--- config.mk ---
export PLATFORM = sky130hd
export DESIGN_NAME = shell_command_tokenizer_core_flat
export DESIGN_NICKNAME = d
export VERILOG_FILES = /design/src/sv/sct_pkg.sv /design/src/sv/sct_cmd_if.sv /design/src/sv/sct_tok_if.sv /design/src/sv/shell_command_tokenizer_core.sv /design/src/flat_wrapper.sv
export SDC_FILE = /design/constraint.sdc
export NUM_CORES = 1
export LEC_CHECK = 0
export CAP_MARGIN = 20
export CORE_UTILIZATION = 42
export CTS_CLUSTER_DIAMETER = 40
export DETAILED_ROUTE_END_ITERATION = 10
export DONT_BUFFER_PORTS = 1
export PLACE_DENSITY_LB_ADDON = 0.25
export SETUP_SLACK_MARGIN = 0.2
export SLEW_MARGIN = 20
export SYNTH_ARGS = -nofsm -noshare
export SYNTH_HDL_FRONTEND = slang
export SYNTH_SLANG_ARGS = --single-unit
--- constraint.sdc ---
create_clock -name clk -period 7.1 [get_ports clk]
set_clock_uncertainty 0.05 [all_clocks]
set_input_delay 1.42 -clock clk [delete_from_list [all_inputs] [get_ports clk]]
set_output_delay 1.42 -clock clk [all_outputs]
set_load 0.01 [all_outputs]
--- src/sv/sct_pkg.sv ---
// shared types and constants of the shell command tokenizer
`default_nettype none

package sct_pkg;

    // token kinds carried on the result channel
    localparam logic [1:0] KIND_WORD   = 2'd0;
    localparam logic [1:0] KIND_QUOTED = 2'd1;
    localparam logic [1:0] KIND_OP     = 2'd2;

    // character codes
    localparam logic [7:0] CH_LT     = 8'h3C;
    localparam logic [7:0] CH_GT     = 8'h3E;
    localparam logic [7:0] CH_PIPE   = 8'h7C;
    localparam logic [7:0] CH_AMP    = 8'h26;
    localparam logic [7:0] CH_SEMI   = 8'h3B;
    localparam logic [7:0] CH_EQ     = 8'h3D;
    localparam logic [7:0] CH_DOT    = 8'h2E;
    localparam logic [7:0] CH_DASH   = 8'h2D;
    localparam logic [7:0] CH_SLASH  = 8'h2F;
    localparam logic [7:0] CH_UNDER  = 8'h5F;
    localparam logic [7:0] CH_DOLLAR = 8'h24;
    localparam logic [7:0] CH_QUOTE  = 8'h22;
    localparam logic [7:0] CH_SPACE  = 8'h20;

    // result queue
    localparam int unsigned FIFO_DEPTH = 4;
    localparam int unsigned FIFO_AW    = 2;

    typedef struct packed {
        logic [7:0] tok_byte;
        logic [1:0] tok_kind;
        logic       tok_first;
        logic       tok_last;
        logic       line_done;
        logic       run_last;
    } tok_word_t;

endpackage

`default_nettype wire

--- src/sv/sct_cmd_if.sv ---
// input channel: command line bytes
`default_nettype none

interface sct_cmd_if;
    logic       valid;
    logic       ready;
    logic [7:0] ch;
    logic       line_end;

    modport source (output valid, output ch, output line_end, input ready);
    modport sink (input valid, input ch, input line_end, output ready);
endinterface

`default_nettype wire

--- src/sv/sct_tok_if.sv ---
// result channel: marked token bytes
`default_nettype none

interface sct_tok_if;
    logic       valid;
    logic       ready;
    logic [7:0] tok_byte;
    logic [1:0] tok_kind;
    logic       tok_first;
    logic       tok_last;
    logic       line_done;
    logic       run_last;

    modport source (output valid, output tok_byte, output tok_kind, output tok_first,
                    output tok_last, output line_done, output run_last, input ready);
    modport sink (input valid, input tok_byte, input tok_kind, input tok_first,
                  input tok_last, input line_done, input run_last, output ready);
endinterface

`default_nettype wire

--- src/sv/shell_command_tokenizer_core.sv ---
// shell command line tokenizer: byte stream in, marked token bytes out
//
// usage
//   cmd carries one byte of a command line per word, with line_end set on the
//   line's last byte. tok carries one token byte per word, marked with its
//   kind, first/last flags, line_done and run_last (last word caused by one
//   input byte). blanks and unclassified bytes add no token byte of their own.
// results and throughput
//   each accepted byte is classified in the cycle it is accepted against the
//   held byte and token mode; its zero, one or two result words are written
//   into the 4-entry result queue. one byte is accepted per cycle while the
//   queue has room for two words; the queue drains one word per cycle while
//   tok is ready, so bytes that cause two words (the held byte plus a
//   line-end flush of the new byte) fill it faster than it drains.
// reset
//   rst_n clears the held byte state (nothing held, outside any token) and
//   empties the result queue; the queue payload is not reset.
// stalls
//   when tok is held off the queue fills and cmd.ready drops once fewer than
//   two entries are free; nothing is lost or repeated.
`default_nettype none

module shell_command_tokenizer_core (
    input  wire        clk,
    input  wire        rst_n,
    sct_cmd_if.sink    cmd,
    sct_tok_if.source  tok
);

    typedef enum logic [2:0] {
        MODE_NONE    = 3'd0,
        MODE_WORD    = 3'd1,
        MODE_QOPEN   = 3'd2,
        MODE_QCLOSED = 3'd3,
        MODE_OP      = 3'd4,
        MODE_PIPE    = 3'd5,
        MODE_AMP     = 3'd6,
        MODE_SPARE   = 3'd7
    } mode_t;

    // held token byte state
    logic       held_valid_reg, held_valid_next;
    logic [7:0] held_byte_reg, held_byte_next;
    logic       held_first_reg, held_first_next;
    mode_t      mode_reg, mode_next;

    // result queue
    sct_pkg::tok_word_t                fifo_reg [sct_pkg::FIFO_DEPTH];
    logic [sct_pkg::FIFO_AW-1:0]       wr_ptr_reg, rd_ptr_reg;
    logic [sct_pkg::FIFO_AW:0]         count_reg;

    logic       accept;
    logic       pop;
    logic       is_word, is_op, starts, cont;
    mode_t      cont_mode, start_mode, new_mode;
    logic       new_valid, new_first;
    logic       r0_valid, r1_valid;
    sct_pkg::tok_word_t r0, r1, push_a;
    logic [1:0] push_n;

    function automatic logic [1:0] kind_of(input mode_t m);
        logic [1:0] k;
        case (m)
            MODE_WORD:                k = sct_pkg::KIND_WORD;
            MODE_QOPEN, MODE_QCLOSED: k = sct_pkg::KIND_QUOTED;
            default:                  k = sct_pkg::KIND_OP;
        endcase
        return k;
    endfunction

    assign accept = cmd.valid && cmd.ready;
    assign pop    = tok.valid && tok.ready;

    // room for the worst case of two words
    assign cmd.ready = count_reg <= (sct_pkg::FIFO_AW+1)'(sct_pkg::FIFO_DEPTH - 2);

    // byte classes
    always_comb
    begin
        is_word = (cmd.ch inside {[8'h61:8'h7A], [8'h41:8'h5A], [8'h30:8'h39],
                                  sct_pkg::CH_DOT, sct_pkg::CH_DASH, sct_pkg::CH_SLASH,
                                  sct_pkg::CH_UNDER, sct_pkg::CH_DOLLAR, sct_pkg::CH_QUOTE});
        is_op   = (cmd.ch inside {sct_pkg::CH_LT, sct_pkg::CH_GT, sct_pkg::CH_PIPE,
                                  sct_pkg::CH_AMP, sct_pkg::CH_SEMI, sct_pkg::CH_EQ});
        starts  = is_word || is_op;
    end

    // does the new byte extend the held token
    always_comb
    begin
        cont      = 1'b0;
        cont_mode = mode_reg;
        if (held_valid_reg)
        begin
            case (mode_reg)
                MODE_WORD:
                begin
                    cont = is_word;
                end
                MODE_QOPEN:
                begin
                    cont = is_word || (cmd.ch == sct_pkg::CH_SPACE);
                    if (cmd.ch == sct_pkg::CH_QUOTE)
                    begin
                        cont_mode = MODE_QCLOSED;
                    end
                end
                MODE_PIPE:
                begin
                    cont      = (cmd.ch == sct_pkg::CH_PIPE);
                    cont_mode = MODE_OP;
                end
                MODE_AMP:
                begin
                    cont      = (cmd.ch == sct_pkg::CH_AMP);
                    cont_mode = MODE_OP;
                end
                default:
                begin
                    cont = 1'b0;
                end
            endcase
        end
    end

    // mode of a token opened by this byte
    always_comb
    begin
        if (!starts)
        begin
            start_mode = MODE_NONE;
        end
        else if (cmd.ch == sct_pkg::CH_PIPE)
        begin
            start_mode = MODE_PIPE;
        end
        else if (cmd.ch == sct_pkg::CH_AMP)
        begin
            start_mode = MODE_AMP;
        end
        else if (is_op)
        begin
            start_mode = MODE_OP;
        end
        else if (cmd.ch == sct_pkg::CH_QUOTE)
        begin
            start_mode = MODE_QOPEN;
        end
        else
        begin
            start_mode = MODE_WORD;
        end
    end

    // results and next state
    always_comb
    begin
        new_valid = cont || starts;
        new_first = !cont;
        new_mode  = cont ? cont_mode : start_mode;

        // held byte goes out whenever something is held
        r0_valid     = held_valid_reg;
        r0.tok_byte  = held_byte_reg;
        r0.tok_kind  = kind_of(mode_reg);
        r0.tok_first = held_first_reg;
        r0.tok_last  = !cont;
        r0.line_done = !cont && cmd.line_end && !starts;

        // line end flushes the byte just taken in
        r1_valid     = cmd.line_end && new_valid;
        r1.tok_byte  = cmd.ch;
        r1.tok_kind  = kind_of(new_mode);
        r1.tok_first = new_first;
        r1.tok_last  = 1'b1;
        r1.line_done = 1'b1;
        r1.run_last  = 1'b1;
        r0.run_last  = !r1_valid;

        push_a = r0_valid ? r0 : r1;
        push_n = accept ? (2'(r0_valid) + 2'(r1_valid)) : 2'd0;

        held_byte_next = new_valid ? cmd.ch : held_byte_reg;
        if (r1_valid)
        begin
            held_valid_next = 1'b0;
            held_first_next = 1'b0;
            mode_next       = MODE_NONE;
        end
        else
        begin
            held_valid_next = new_valid;
            held_first_next = new_valid ? new_first : held_first_reg;
            mode_next       = new_mode;
        end
    end

    always_ff @(posedge clk or negedge rst_n)
    begin
        if (!rst_n)
        begin
            held_valid_reg <= 1'b0;
            held_byte_reg  <= 8'd0;
            held_first_reg <= 1'b0;
            mode_reg       <= MODE_NONE;
            wr_ptr_reg     <= '0;
            rd_ptr_reg     <= '0;
            count_reg      <= '0;
        end
        else
        begin
            if (accept)
            begin
                held_valid_reg <= held_valid_next;
                held_byte_reg  <= held_byte_next;
                held_first_reg <= held_first_next;
                mode_reg       <= mode_next;
            end
            wr_ptr_reg <= wr_ptr_reg + sct_pkg::FIFO_AW'(push_n);
            if (pop)
            begin
                rd_ptr_reg <= rd_ptr_reg + 1'b1;
            end
            count_reg <= count_reg + (sct_pkg::FIFO_AW+1)'(push_n)
                         - (sct_pkg::FIFO_AW+1)'(pop);
        end
    end

    // queue payload, no reset
    always_ff @(posedge clk)
    begin
        if (push_n != 2'd0)
        begin
            fifo_reg[wr_ptr_reg] <= push_a;
        end
        if (push_n == 2'd2)
        begin
            fifo_reg[wr_ptr_reg + 1'b1] <= r1;
        end
    end

    assign tok.valid     = count_reg != '0;
    assign tok.tok_byte  = fifo_reg[rd_ptr_reg].tok_byte;
    assign tok.tok_kind  = fifo_reg[rd_ptr_reg].tok_kind;
    assign tok.tok_first = fifo_reg[rd_ptr_reg].tok_first;
    assign tok.tok_last  = fifo_reg[rd_ptr_reg].tok_last;
    assign tok.line_done = fifo_reg[rd_ptr_reg].line_done;
    assign tok.run_last  = fifo_reg[rd_ptr_reg].run_last;

    // checks
    a_count_bound: assert property (@(posedge clk) disable iff (!rst_n)
        count_reg <= (sct_pkg::FIFO_AW+1)'(sct_pkg::FIFO_DEPTH))
        else $error("result queue overflow");

    a_idle_mode: assert property (@(posedge clk) disable iff (!rst_n)
        !held_valid_reg |-> (mode_reg == MODE_NONE))
        else $error("token mode set with nothing held");

    a_line_flush: assert property (@(posedge clk) disable iff (!rst_n)
        (accept && cmd.line_end) |=> !held_valid_reg)
        else $error("byte still held after line end");

    a_ptr_track: assert property (@(posedge clk) disable iff (!rst_n)
        (count_reg == '0 || count_reg == (sct_pkg::FIFO_AW+1)'(sct_pkg::FIFO_DEPTH))
        |-> (wr_ptr_reg == rd_ptr_reg))
        else $error("queue pointers disagree with count");

endmodule

`default_nettype wire

--- src/flat_wrapper.sv ---
// flat-port wrapper written by rule: the top's interface ports become plain ports
module shell_command_tokenizer_core_flat 
  (clk, rst_n, cmd_valid, cmd_ch, cmd_line_end, cmd_ready, tok_valid, tok_tok_byte, tok_tok_kind, tok_tok_first, tok_tok_last, tok_line_done, tok_run_last, tok_ready);
  sct_cmd_if cmd_i ();
  sct_tok_if tok_i ();
  input  wire clk;
  input  wire rst_n;
  input wire logic [$bits(cmd_i.valid)-1:0] cmd_valid;
  input wire logic [$bits(cmd_i.ch)-1:0] cmd_ch;
  input wire logic [$bits(cmd_i.line_end)-1:0] cmd_line_end;
  output wire logic [$bits(cmd_i.ready)-1:0] cmd_ready;
  output wire logic [$bits(tok_i.valid)-1:0] tok_valid;
  output wire logic [$bits(tok_i.tok_byte)-1:0] tok_tok_byte;
  output wire logic [$bits(tok_i.tok_kind)-1:0] tok_tok_kind;
  output wire logic [$bits(tok_i.tok_first)-1:0] tok_tok_first;
  output wire logic [$bits(tok_i.tok_last)-1:0] tok_tok_last;
  output wire logic [$bits(tok_i.line_done)-1:0] tok_line_done;
  output wire logic [$bits(tok_i.run_last)-1:0] tok_run_last;
  input wire logic [$bits(tok_i.ready)-1:0] tok_ready;
  assign cmd_i.valid = cmd_valid;
  assign cmd_i.ch = cmd_ch;
  assign cmd_i.line_end = cmd_line_end;
  assign cmd_ready = cmd_i.ready;
  assign tok_valid = tok_i.valid;
  assign tok_tok_byte = tok_i.tok_byte;
  assign tok_tok_kind = tok_i.tok_kind;
  assign tok_tok_first = tok_i.tok_first;
  assign tok_tok_last = tok_i.tok_last;
  assign tok_line_done = tok_i.line_done;
  assign tok_run_last = tok_i.run_last;
  assign tok_i.ready = tok_ready;
  shell_command_tokenizer_core u_core (.clk(clk), .rst_n(rst_n), .cmd(cmd_i), .tok(tok_i));
endmodule
==> impl_metrics.tcl <==
set metrics [dict create \
    outcome "finished clean" \
    grt.total_usage 0.203 \
    core_area_sq_um 9280 \
    syn_nets 381 \
    ctsHoldBuffers 0 \
    cap_violations 0 \
    grt_overflow 0 \
    die_h_microns 100 \
    ios 29 \
    sequentialPowerShare 0.484 \
    drive_above_1_share 0.141 \
    ant_nets 0 \
    grt_max_degree 22 \
    async_flop_share 0.263 \
    hold_violations 0 \
    min_period_over_period 0.717 \
    dieArea_sq_um 10000 \
    insertion_delay_ns 0.35 \
    ys_seq_area_frac 0.510 \
    drt-vias-per-instance 6.03 \
    top_usage_layer "met2" \
    slew-limit-headroom 0.387 \
    finalSetupTns_ns 0 \
    cp-end-kind "flop" \
    path_class "in2reg" \
    worst_slew_pin_slew_ns 0.910 \
    grt_pass1_vias 2754 \
    clock_power_share 0.228 \
    rsz0062_at_grt "no" \
    syn-cell-area_sq_um 4040 \
    ys_warn_count 0 \
    antenna_found_initial 0 \
    synth_top_area_share 0.327 \
    post_cts_buffers 0 \
    use_met2 0.311 \
    power_switching_uw 537 \
    grt_pass1_wl_microns 15300 \
    synth.area.top_cells "edfxtp_1 (33%), dfrtp_1 (12%), mux4_2 (7.8%), dfxtp_1 (5.9%), a22o_1 (4.3%)" \
    fin_cells 490 \
    avgSynthCellArea_sq_um 11.2 \
    worstSetupStartpoint "cmd_ch[7]" \
    reg2reg_from "u_core.mode_reg[0]$_DFFE_PN0P_" \
    ys_seq_elements 76 \
    netSwitchingFraction 0.368 \
    synth_cells 362 \
    place_inst 474 \
    powerDensity_nw_per_um2 334 \
    power_frac_comb 0.288 \
    holdCritPathClass "reg2reg" \
    yosys.cell_types.count 55 \
    cts_tree "built" \
    path_clk_slew_ns 0.08 \
    yosysTopAreaCell "edfxtp_1" \
    port_buffers 0 \
    final-setup-viol-count 0 \
    slew_viol_final 0 \
    routed_wire_length_per_instance_microns 19.3 \
    synth_most_common_cell "edfxtp_1" \
    synthTopCellsByCount "edfxtp_1 (44), nand2_1 (38), nor2_1 (29)" \
    dr.pass1.iters 5 \
    vias 2954 \
    root_buffer "clkbuf_8" \
    ctsResizeCount 0 \
    drt_wl_total_microns 9450 \
    cp.arrival_ns 5.18 \
    worst_ep_required_time_ns 7.19 \
    fmaxAchievable_mhz 196 \
    clk_path_buf_depth 2 \
    drcViolationCount 0 \
    min_period_ns 5.09 \
    area_delta_synth_final_pct 7.74 \
    path_max_fanout 10 \
    p_leak_nw 1.51 \
    num-nets-final 375 \
    max-vdd-ir-drop_mv 0.111 \
    synth_flop_cell "edfxtp_1" \
    hold_start "u_core.fifo_reg[1][1]$_SDFFE_PP1P_" \
    grt.met3_usage 0.0460 \
    die_w_microns 100 \
    cts-buffers-inserted 9 \
    grt_use_met1 0.288 \
    gp_congestion 0.879 \
    placement_rows 35 \
    start_util 0.436 \
    hpwl_microns 6730 \
    p_int_uw 920 \
    synth-edff-count 44 \
    critPathLaunchType "input port" \
    antenna_cells 0 \
    largest_register_ffs 56 \
    cts_max_level 3 \
    dr.first_iter.drc_count 328 \
    cts.sinks 76 \
]
[power by group through the flow]
stage / registers, mW / logic, mW / clock network (mW)
after CTS: 0.704 / 0.422 / 0.337
after global placement: 0.711 / 0.414 / 0
after detailed placement: 0.714 / 0.421 / 0
after floorplan: 0.612 / 0.420 / 0
after global routing: 0.725 / 0.470 / 0.357
final: 0.705 / 0.420 / 0.333
[cell usage in the layout, fill, tap and decap left out, types with 3 or more instances in the layout]
cell      instances
mux4_2           14
dfrtp_1          19
xnor2_1           4
o32ai_1           4
inv_1            17
nor3_1            5
nand3_1           3
o22ai_1           6
xor2_1            3
a31oi_1           7
nand2_1          38
clkbuf_8          9
a21oi_1          15
o21ai_0          27
or3_1             4
mux2_2            7
nor2_1           29
a22o_1           20
edfxtp_1         44
dfxtp_1          12
nand2b_1         10
nor2b_1           6
ha_1              5
o31ai_1           3
and2_1            3
[per-layer routing]
| layer | wire, microns | vias up |
|---|---|---|
| li1 | - | 1360 |
| met5 | 0 | - |
| met1 | 4360 | 1459 |
| met3 | 644 | 10 |
| met4 | 100 | 0 |
| met2 | 4340 | 125 |
[metrics by stage]
stage / cell area (sq um) / power, mW / setup slack [ns] / hold WS, ns / util
6_report: 4360 / 1.46 / 2.01 / 0.448 / 0.469
3_5_place_dp: 4160 / 1.13 / 1.71 / 0.432 / 0.448
5_1_grt: 4360 / 1.55 / 1.66 / 0.471 / 0.469
4_1_cts: 4360 / 1.46 / 2.06 / 0.447 / 0.469
3_3_place_gp: 4160 / 1.12 / 1.49 / 0.430 / 0.448
2_1_floorplan: 4040 / 1.03 / 1.81 / 0.411 / -
[worst paths after layout]
kind / endpoint / cells past startpoint / slack [ns]
max: u_core.fifo_reg[2][4]$_DFFE_PP_ / 13 / 2.01
min: u_core.fifo_reg[1][1]$_SDFFE_PP1P_ / 2 / 0.45
max reg2reg: u_core.fifo_reg[2][4]$_DFFE_PP_ / 12 / 2.87
min reg2reg: u_core.fifo_reg[1][1]$_SDFFE_PP1P_ / 2 / 0.45
max in group asynchronous: u_core.held_byte_reg[4]$_DFFE_PN0P_ / 0 / 6.21
min in group asynchronous: u_core.wr_ptr_reg[1]$_DFF_PN0_ / 0 / 0.70
[worst max-delay path: stages]
cell and delay, ns:
nor3b_1 0.36, nand3_1 0.23, o31ai_1 0.50, o211ai_1 0.22, nor3b_4 0.24, nor2b_1 0.21, ha_1 0.31, nor2_1 0.15
nor2_1 0.39, nand2_1 0.20, nor2_1 0.66, inv_1 0.09, o32ai_1 0.20
[cells by family after synthesis]
kind of cell,share of synthesized area
simple gates,0.143
fa+ha+maj,0.0204
mux,0.0999
flops,0.510
xor+xnor,0.0152
compound gates,0.178
buf+inv,0.0340
[area by class of cell]
cell class	instances	area, sq um
fillers	866	4930
repair buffers	2	15.0
inverters	17	63.8
flip-flops and latches	76	2060
clock buffers	9	124
multi-input cells	250	1860
clock inverters	7	72.6
well taps	129	161
No activity file was read; power rests on OpenSTA's default activity.
